$ cat config.mk
export PLATFORM = sky130hd
export DESIGN_NAME = hex_record_line_decoder
export DESIGN_NICKNAME = d
export VERILOG_FILES = /design/src/design/hrld_pkg.sv /design/src/design/hex_record_line_decoder.sv
export SDC_FILE = /design/constraint.sdc
export NUM_CORES = 1
export LEC_CHECK = 0
export BUFFER_PORTS_ARGS = -buffer_cell sky130_fd_sc_hd__buf_4
export CAP_MARGIN = 10
export CORE_MARGIN = 1
export CORE_UTILIZATION = 55
export DETAILED_ROUTE_END_ITERATION = 12
export GPL_TIMING_DRIVEN = 0
export PLACE_DENSITY = 0.76
export SLEW_MARGIN = 10
export SYNTH_ARGS = -nofsm -noshare
export SYNTH_HDL_FRONTEND = slang
export SYNTH_SLANG_ARGS = --single-unit
$ cat constraint.sdc
create_clock -name clk -period 4.69 [get_ports clk]
set_input_delay 0.7035 -clock clk [delete_from_list [all_inputs] [get_ports clk]]
set_output_delay 0.7035 -clock clk [all_outputs]
set_load 0.05 [all_outputs]
$ cat src/design/hrld_pkg.sv
// hrld_pkg: shared types, constants and helper functions for the hex record line decoder
// no dependencies; used by hex_record_line_decoder, hrld_checker and the testbench

package hrld_pkg;

  // field widths
  localparam int unsigned CHAR_W   = 8;
  localparam int unsigned BYTE_W   = 8;
  localparam int unsigned NIB_W    = 4;
  localparam int unsigned COUNT_W  = 17;
  localparam int unsigned STATUS_W = 2;

  localparam logic [COUNT_W-1:0] COUNT_MAX = {COUNT_W{1'b1}};
  localparam logic [BYTE_W-1:0]  SUM_GOOD  = 8'hFF;

  // stream packing, lowest bit first
  localparam int unsigned IN_TDATA_W  = 8;
  localparam int unsigned OUT_TDATA_W = 32;
  localparam int unsigned OUT_TUSER_W = 2;

  localparam int unsigned OD_VALUE_LO  = 0;
  localparam int unsigned OD_INDEX_LO  = OD_VALUE_LO + BYTE_W;
  localparam int unsigned OD_STATUS_LO = OD_INDEX_LO + COUNT_W;
  localparam int unsigned OD_USED_W    = OD_STATUS_LO + STATUS_W;

  localparam int unsigned OU_KIND   = 0;
  localparam int unsigned OU_HEADER = 1;

  // ascii digit bounds
  localparam logic [CHAR_W-1:0] CH_0 = 8'h30;
  localparam logic [CHAR_W-1:0] CH_9 = 8'h39;
  localparam logic [CHAR_W-1:0] CH_A = 8'h41;
  localparam logic [CHAR_W-1:0] CH_F = 8'h46;
  localparam logic [NIB_W-1:0]  NIB_TEN = 4'd10;

  typedef enum logic [STATUS_W-1:0] {
    ST_OK        = 2'd0,
    ST_BAD_DIGIT = 2'd1,
    ST_BAD_SUM   = 2'd2,
    ST_TOO_SHORT = 2'd3
  } status_t;

  typedef enum logic {
    KIND_DATA   = 1'b0,
    KIND_STATUS = 1'b1
  } kind_t;

  typedef struct packed {
    kind_t              kind;
    logic [BYTE_W-1:0]  byte_value;
    logic [COUNT_W-1:0] byte_index;
    logic               is_header;
    status_t            status;
    logic               line_done;
  } result_t;

  typedef struct packed {
    logic             bad;
    logic [NIB_W-1:0] value;
  } nibble_t;

  // uppercase hex digit to nibble; anything else flagged bad with value zero
  function automatic nibble_t hex_value(input logic [CHAR_W-1:0] c);
    nibble_t n;
    logic [CHAR_W-1:0] d_num;
    logic [CHAR_W-1:0] d_alpha;
    d_num   = c - CH_0;
    d_alpha = c - CH_A;
    n.bad   = 1'b0;
    n.value = '0;
    if (c >= CH_0 && c <= CH_9) begin
      n.value = d_num[NIB_W-1:0];
    end else if (c >= CH_A && c <= CH_F) begin
      n.value = d_alpha[NIB_W-1:0] + NIB_TEN;
    end else begin
      n.bad = 1'b1;
    end
    return n;
  endfunction

endpackage

$ cat src/design/hex_record_line_decoder.sv
// hex_record_line_decoder: top level, ascii hex record line to byte stream plus line status
// depends on hrld_pkg (types, constants, hex_value)

// Takes one character per request on the in_ stream; in_tlast marks the end
// character of a line, which is not decoded itself. The first character of
// each line is skipped, the rest pair into uppercase hex bytes, high nibble
// first. Every decoded byte is emitted one byte late (kind = data), so the
// last byte of the line, the checksum, never appears. The end character
// produces one status result (kind = status, out_tlast high) carrying the
// byte count and status: bad digit over too short (fewer than HEADER_BYTES
// bytes) over bad checksum (byte sum not 0xFF) over ok; line state then
// clears. Throughput is one character per clock unless out_tready stalls:
// a character goes into an input register, is decoded by a few gates
// against the line state, and its result lands in an output register.
// A stall on out_tready holds the input only once a character that
// produces a result sits in the input register with the output register
// full; characters without a result keep flowing until then.

module hex_record_line_decoder #(
  parameter int unsigned HEADER_BYTES = 8
) (
  input  logic                             clk,
  input  logic                             rst_n,
  // input characters
  input  logic                             in_tvalid,
  output logic                             in_tready,
  input  logic [hrld_pkg::IN_TDATA_W-1:0]  in_tdata,   // [7:0] char_code
  input  logic                             in_tlast,   // end_of_line
  // results
  output logic                             out_tvalid,
  input  logic                             out_tready,
  output logic [hrld_pkg::OUT_TDATA_W-1:0] out_tdata,  // [7:0] byte_value, [24:8] byte_index,
                                                       // [26:25] status, [31:27] zero
  output logic                             out_tlast,  // line_done
  output logic [hrld_pkg::OUT_TUSER_W-1:0] out_tuser   // [0] kind, [1] is_header
);

  localparam logic [hrld_pkg::COUNT_W-1:0] HDR_CNT = hrld_pkg::COUNT_W'(HEADER_BYTES);

  // input register
  logic                          s1_valid_r, s1_valid_nxt;
  logic [hrld_pkg::CHAR_W-1:0]   s1_char_r;
  logic                          s1_eol_r;

  // line state
  logic                          skip_first_r,   skip_first_nxt;
  logic                          nibble_phase_r, nibble_phase_nxt;
  logic [hrld_pkg::NIB_W-1:0]    high_nibble_r,  high_nibble_nxt;
  logic [hrld_pkg::BYTE_W-1:0]   held_byte_r,    held_byte_nxt;
  logic                          held_valid_r,   held_valid_nxt;
  logic [hrld_pkg::COUNT_W-1:0]  byte_count_r,   byte_count_nxt;
  logic [hrld_pkg::BYTE_W-1:0]   running_sum_r,  running_sum_nxt;
  logic                          digit_error_r,  digit_error_nxt;

  // output register
  logic                          out_valid_r, out_valid_nxt;
  hrld_pkg::result_t             out_res_r,   out_res_nxt;

  // decode signals
  hrld_pkg::nibble_t             nib;
  hrld_pkg::result_t             res;
  hrld_pkg::status_t             line_status;
  logic                          produces;
  logic                          out_free;
  logic                          s1_consume;
  logic [hrld_pkg::BYTE_W-1:0]   new_byte;
  logic [hrld_pkg::COUNT_W-1:0]  held_idx;

  assign out_free   = !out_valid_r || out_tready;
  assign s1_consume = s1_valid_r && (!produces || out_free);
  assign in_tready  = !s1_valid_r || s1_consume;

  assign nib      = hrld_pkg::hex_value(s1_char_r);
  assign new_byte = {high_nibble_r, nib.value};
  assign held_idx = byte_count_r - hrld_pkg::COUNT_W'(1);

  // status priority: bad digit, too short, bad checksum
  always_comb begin
    if (digit_error_r) begin
      line_status = hrld_pkg::ST_BAD_DIGIT;
    end else if (byte_count_r < HDR_CNT) begin
      line_status = hrld_pkg::ST_TOO_SHORT;
    end else if (running_sum_r != hrld_pkg::SUM_GOOD) begin
      line_status = hrld_pkg::ST_BAD_SUM;
    end else begin
      line_status = hrld_pkg::ST_OK;
    end
  end

  // per-character decode against the line state
  always_comb begin
    skip_first_nxt   = skip_first_r;
    nibble_phase_nxt = nibble_phase_r;
    high_nibble_nxt  = high_nibble_r;
    held_byte_nxt    = held_byte_r;
    held_valid_nxt   = held_valid_r;
    byte_count_nxt   = byte_count_r;
    running_sum_nxt  = running_sum_r;
    digit_error_nxt  = digit_error_r;
    produces         = 1'b0;
    res              = '0;

    if (s1_eol_r) begin
      // end character: report and clear the line
      produces         = 1'b1;
      res.kind         = hrld_pkg::KIND_STATUS;
      res.byte_index   = byte_count_r;
      res.status       = line_status;
      res.line_done    = 1'b1;
      skip_first_nxt   = 1'b1;
      nibble_phase_nxt = 1'b0;
      high_nibble_nxt  = '0;
      held_byte_nxt    = '0;
      held_valid_nxt   = 1'b0;
      byte_count_nxt   = '0;
      running_sum_nxt  = '0;
      digit_error_nxt  = 1'b0;
    end else if (skip_first_r) begin
      skip_first_nxt = 1'b0;
    end else begin
      if (nib.bad) begin
        digit_error_nxt = 1'b1;
      end
      if (!nibble_phase_r) begin
        high_nibble_nxt  = nib.value;
        nibble_phase_nxt = 1'b1;
      end else begin
        nibble_phase_nxt = 1'b0;
        // previous byte goes out now that another one follows it
        if (held_valid_r) begin
          produces       = 1'b1;
          res.kind       = hrld_pkg::KIND_DATA;
          res.byte_value = held_byte_r;
          res.byte_index = held_idx;
          res.is_header  = held_idx < HDR_CNT;
        end
        held_byte_nxt   = new_byte;
        held_valid_nxt  = 1'b1;
        running_sum_nxt = running_sum_r + new_byte;
        if (byte_count_r != hrld_pkg::COUNT_MAX) begin
          byte_count_nxt = byte_count_r + hrld_pkg::COUNT_W'(1);
        end
      end
    end
  end

  // output register and input register handshakes
  always_comb begin
    out_valid_nxt = out_valid_r;
    out_res_nxt   = out_res_r;
    if (out_tready) begin
      out_valid_nxt = 1'b0;
    end
    if (s1_consume && produces) begin
      out_valid_nxt = 1'b1;
      out_res_nxt   = res;
    end
    s1_valid_nxt = s1_valid_r;
    if (s1_consume) begin
      s1_valid_nxt = 1'b0;
    end
    if (in_tvalid && in_tready) begin
      s1_valid_nxt = 1'b1;
    end
  end

  always_ff @(posedge clk) begin
    if (!rst_n) begin
      s1_valid_r     <= 1'b0;
      out_valid_r    <= 1'b0;
      skip_first_r   <= 1'b1;
      nibble_phase_r <= 1'b0;
      high_nibble_r  <= '0;
      held_byte_r    <= '0;
      held_valid_r   <= 1'b0;
      byte_count_r   <= '0;
      running_sum_r  <= '0;
      digit_error_r  <= 1'b0;
    end else begin
      s1_valid_r  <= s1_valid_nxt;
      out_valid_r <= out_valid_nxt;
      if (s1_consume) begin
        skip_first_r   <= skip_first_nxt;
        nibble_phase_r <= nibble_phase_nxt;
        high_nibble_r  <= high_nibble_nxt;
        held_byte_r    <= held_byte_nxt;
        held_valid_r   <= held_valid_nxt;
        byte_count_r   <= byte_count_nxt;
        running_sum_r  <= running_sum_nxt;
        digit_error_r  <= digit_error_nxt;
      end
    end
  end

  // payload registers, no reset
  always_ff @(posedge clk) begin
    if (in_tvalid && in_tready) begin
      s1_char_r <= in_tdata[hrld_pkg::CHAR_W-1:0];
      s1_eol_r  <= in_tlast;
    end
    out_res_r <= out_res_nxt;
  end

  assign out_tvalid = out_valid_r;
  assign out_tlast  = out_res_r.line_done;
  assign out_tdata  = {(hrld_pkg::OUT_TDATA_W - hrld_pkg::OD_USED_W)'(0),
                       out_res_r.status, out_res_r.byte_index, out_res_r.byte_value};
  assign out_tuser  = {out_res_r.is_header, out_res_r.kind};

endmodule

# Word level (Yosys, flattened, before mapping)
# Index checks and enable logic that the tools add are counted.
# Widths: inputs -> output; s select.
[word_totals]
reg_bits = 82
inputBits = 13
wordCells = 104
[classes]
add_sub_neg = 6
order_cmp = 6
n_eq_ne = 4
n_mux = 43
bitwise_logic = 3
n_reduce_logical = 23
[op_table]
columns = ["cell", "count"]
rows = [
  ["$mux 17", 5],
  ["$mux 18", 3],
  ["$mux 8", 6],
  ["$lt 17x4->1 const B", 2],
  ["$mux 1", 22],
  ["$mux 4", 5],
  ["$add 17x1->17 const B", 1],
  ["$ne 17x17->1 const B", 1],
  ["$sub 17x1->17 const B", 1],
  ["$reduce_bool 2->1", 5],
  ["$reduce_and 3->1", 3],
  ["$add 8x8->8", 1],
  ["$ge 8x6->1 const B", 1],
  ["$ge 8x7->1 const B", 1],
  ["$le 8x6->1 const B", 1],
  ["$le 8x7->1 const B", 1],
  ["$ne 8x8->1 const B", 1],
  ["$sub 4x1->4 const B", 2],
  ["$logic_and 1x1->1", 5],
  ["$add 4x4->4 const B", 1],
  ["$mux 2", 2],
  ["$ne 2x2->1 const B", 2],
  ["$reduce_and 4->1", 1],
  ["$reduce_or 4->1", 1],
  ["5 further kinds", 11],
]

# Longest topological paths before layout
[logic_depth]
ltp_word = 10
ltp_mapped = 13

# Worst setup path before layout
# No wires, ideal clock.
[synth_path]
path_type = "register to register"
from = "reg s1_char_r[0] in the netlist's numbering"
to = "reg running_sum_r[4] in the netlist's numbering"
arrival_time_ns = 2.952
required_ns = 4.575
slack_ns = 1.624
stages_incl_launch_ff = 14
n_path_buf = 0
path_cell_list = "edfxtp_1 inv_1 ha_1 o21bai_1 a2111oi_0 mux2_2 ha_1 inv_1 fa_1 nor2b_1 o21a_1 o21ai_0 a32o_1 and2_1"
[synth_via]
elab_chain_len = 8
[synth_lines]
columns = ["item", "line_no", "text"]
rows = [
  ["start: declaration", "hex_record_line_decoder.sv:42", "logic [hrld_pkg::CHAR_W-1:0] s1_char_r;"],
  ["start signal: assignment", "hex_record_line_decoder.sv:198", "s1_char_r <= in_tdata[hrld_pkg::CHAR_W-1:0];"],
  ["$sub 4x1->4, or another cell as far along", "hrld_pkg.sv:68", "d_alpha = c - CH_A;"],
  ["$add 4x4->4 or $logic_and 1x1->1 (tied branches)", "hrld_pkg.sv:74, hrld_pkg.sv:73", ""],
  ["$mux 4", "hrld_pkg.sv:73", "end else if (c >= CH_A && c <= CH_F) begin"],
  ["$mux 4 *", "hrld_pkg.sv:71", "if (c >= CH_0 && c <= CH_9) begin"],
  ["$add 8x8->8 *", "hex_record_line_decoder.sv:139", "running_sum_nxt = running_sum_r + new_byte;"],
  ["$mux 8 *", "hex_record_line_decoder.sv:124", "if (!nibble_phase_r) begin"],
  ["$mux 8 *", "hex_record_line_decoder.sv:118", "end else if (skip_first_r) begin"],
  ["$mux 8 *", "hex_record_line_decoder.sv:103", "if (s1_eol_r) begin"],
  ["end signal: assignment", "hex_record_line_decoder.sv:189", "running_sum_r <= running_sum_nxt;"],
  ["end: declaration", "hex_record_line_decoder.sv:52", "logic [hrld_pkg::BYTE_W-1:0] running_sum_r, running_sum_nxt;"],
]
# Mark *: on every way between the ends. The rest lies on a longest branch, timed or not. The select of a mux whose other input is x is not followed.
# A chain may end at the register's enable or synchronous reset.

# Final worst setup path
# Ends and elaborated chain as after synthesis.

==> results.txt <==
clock-pin slew on the worst setup and hold paths - 0.09 ns
final core utilization - 67.0%
design internal power - 1.05 mW
slowest cell delay on critical path - 0.89 ns
Hold-fix buffers, CTS - 0
commonest non-fill, non-tap cell in the layout - buf_4
RSZ-0062 raised after global routing - false
Inst Count DP - 587
post-synth cell types - 69
synthesized instance count - 440
Final Slew Violations - 0
Die ar. - 8090 um2
die height - 89.9 um
Tmin final - 3.55 ns
slew margin rel. - 30.4%
design area - 4940 um2
critical path capture point type - flop
Max clock buf depth - 2
Hold Vio Cnt, Final - 0
nature of the critical path startpoint - flop
vias in the first global route - 3345
GRT Total Usage - 24.2%
final setup TNS - 0 ns
CP Launch Point - s1_char_r[0]
min-delay worst type - reg -> reg
combinational power share - 7.6%
pwr dens - 286 nW/um2
Leak - 1.87 nW
#FFs+latches synth - 82
first-pass GRT wire length - 15600 um
CTS Sinks - 82
Total Power - 1.41 mW
Mapped Area - 4250 um2
Placeable Area - 7370 um2
Residual DRC - 0
Critical Path End - running_sum_r[4]
FMAX - 282 MHz
ordered cell list for the critical path - inv_1 > ha_1 > o21bai_1 > a2111oi_0 > mux2_2 > ha_1 > inv_1 > fa_1 > nor2b_1 > o21a_1 > o21ai_0 > a32o_1 > and2_1
WP buf/inv - 2
Nets - 526
PortBufs - 44
layout cells sized above 1 - 17.1%
Main synth FF type - dfxtp_1
final cycle utilization of the critical path - 75.7%
post-DP HPWL - 6710 um
most frequent cells in the layout - buf_4 (49), dfxtp_1 (43), nor2_1 (42), edfxtp_1 (39), o21ai_0 (31)
worst r2r path cells - 13
reg-to-reg slack, setup - 1.14 ns
# fillers - 629
worst flop-to-flop path startpoint - s1_char_r[0]
drt wl/cell - 15.4 um
Sw Pwr - 365 uW
final setup vio count - 0
reg2reg end - running_sum_r[4]
Rows - 31
# diodes - 0
status - finished clean
post-CTS sizing - 0
asr flop ratio synth - 0%
Setup Crit Path Kind - reg -> reg
CP required - 4.94 ns
Setup Buffers After CTS - 0
CTS tree - built
clock skew - 0.0131 ns
Overflow after GRT - 0
drt via density - 5.94
placed cell area - 4730 um2
number of flops mapped to enable cells by yosys - 39
clk_lat worst skew - 0.37 ns
DRT iter0 DRCs - 210
Num CTS Buffers - 9
Clk network pwr share - 38.0%
I/O pin count - 50
switching share of power - 25.8%
DRT Pass-1 Iters - 4
initial antenna violation count - 0
slowest cell on the critical path - a2111oi_0
Die Wd - 89.9 um
Slew @ Worst Pin - 1.02 ns
VDD IR max - 0.205 mV
# Max-Cap Violations - 0
Seq/Total Area, Yosys - 47.8%
arrival time worst endpoint - 3.80 ns
CP top delay family - compound AO/OA/AOI/OAI gates
sequential share of power - 54.4%
post-route insts no fill - 603
Root Buffer - clkbuf_8
Area growth syn-to-layout - 16.1%
Synth Warn # - 0
critical path depth - 13
Avg Cell Area, Syn - 9.67 um2
pin count of the biggest net entering global routing - 31
Initial Util - 57.7%
gpl congestion - 0.883
antenna-violating nets left - 0
drt total wl - 9280 um
total number of vias - 3579
H-tree Lvls - 3
maximum fanout along the worst path - 5
[worst reg2reg max path, delay by kind of cell (launching register included)]
family	cells	cell delay, ns
buf+inv	2	0.16
simple gates	2	0.28
fa+ha+maj	3	0.75
compound gates	5	1.44
mux	1	0.37
flops	1	0.47
[synthesized netlist by cell type (all sizes together), types with 8 or more instances]
cell,n,area [um2]
nor3,9,56.3
dfxtp,43,861
clkbuf,24,92.6
nand3,10,55.1
xnor2,8,70.1
nor2,43,161
nand4,8,50.1
a21oi,30,150
nand2,23,86.3
or3,16,101
edfxtp,39,1170
and2,13,81.3
ha,13,163
o21ai,33,176
a22oi,12,90.1
inv,14,52.6
[power by group through the flow]
stage	sequential, mW	combinational (mW)	clock, mW
4_1_cts	0.769	0.107	0.546
3_3_place_gp	0.785	0.104	0
6_report	0.769	0.107	0.538
5_1_grt	0.771	0.115	0.577
2_1_floorplan	0.805	0.0537	0
3_5_place_dp	0.786	0.107	0
[sequential cells by signal, indices dropped and copies added (netlist names)]
signal and count:
held_byte_r 8, nibble_phase_r 1, held_valid_r 1, out_tuser 2, skip_first_r 1, s1_valid_r 1, s1_eol_r 1, out_tlast 1
byte_count_r 17, out_tdata 27, out_tvalid 1, running_sum_r 8, digit_error_r 1, high_nibble_r 4, s1_char_r 8
[area by class of cell]
cell class	instances	area [um2]	share of cell area [%]
multi-input cells	317	2050	41.5
flip-flops and latches	82	2030	41.2
repair buffers	44	330	6.69
plain buffers	31	140	2.84
clock buffers	9	124	2.51
well taps	99	124	2.51
clock inverters	7	82.6	1.67
inverters	14	52.6	1.06
[metal layers]
layer | GRT usage, % | share of wire, % | wire [um] | up-vias
met4 | 11.8 | 2.0 | 182 | 0
met2 | 43.1 | 52 | 4860 | 104
met5 | 0 | 0 | 0 | -
met1 | 28.4 | 41 | 3810 | 1717
met3 | 3.89 | 4.5 | 420 | 16
li1 | - | - | - | 1742
[how the worst min path moves through the flow]
stage                              start        endpoint  depth (start not counted)
after floorplan           held_byte_r[0]  held_byte_r[0]                          2
after global placement    held_byte_r[7]  held_byte_r[7]                          2
after detailed placement  held_byte_r[3]  held_byte_r[3]                          2
after CTS                    in_tdata[5]    s1_char_r[5]                          1
after global routing            in_tlast        s1_eol_r                          1
final                     held_byte_r[3]  held_byte_r[3]                          2
[stage by stage]
stage,setup slack [ns],hold WS (ns)
after floorplan,1.62,0.457
after global placement,0.509,0.478
after detailed placement,1.16,0.479
after CTS,1.15,0.504
after global routing,0.794,0.499
final,1.14,0.501
[cell families (layout without fill, tap and decap cells)]
group / Yosys count / in the layout / share of synthesized area [%]
mux: 1 / 1 / 0.265
xor+xnor: 9 / 9 / 1.85
simple gates: 163 / 163 / 21.5
fa+ha+maj: 14 / 14 / 4.30
compound gates: 125 / 125 / 19.7
buf+inv: 45 / 105 / 4.53
other cells: 1 / 5 / 0.0882
flops: 82 / 82 / 47.8
No activity file was read; power rests on OpenSTA's default activity.
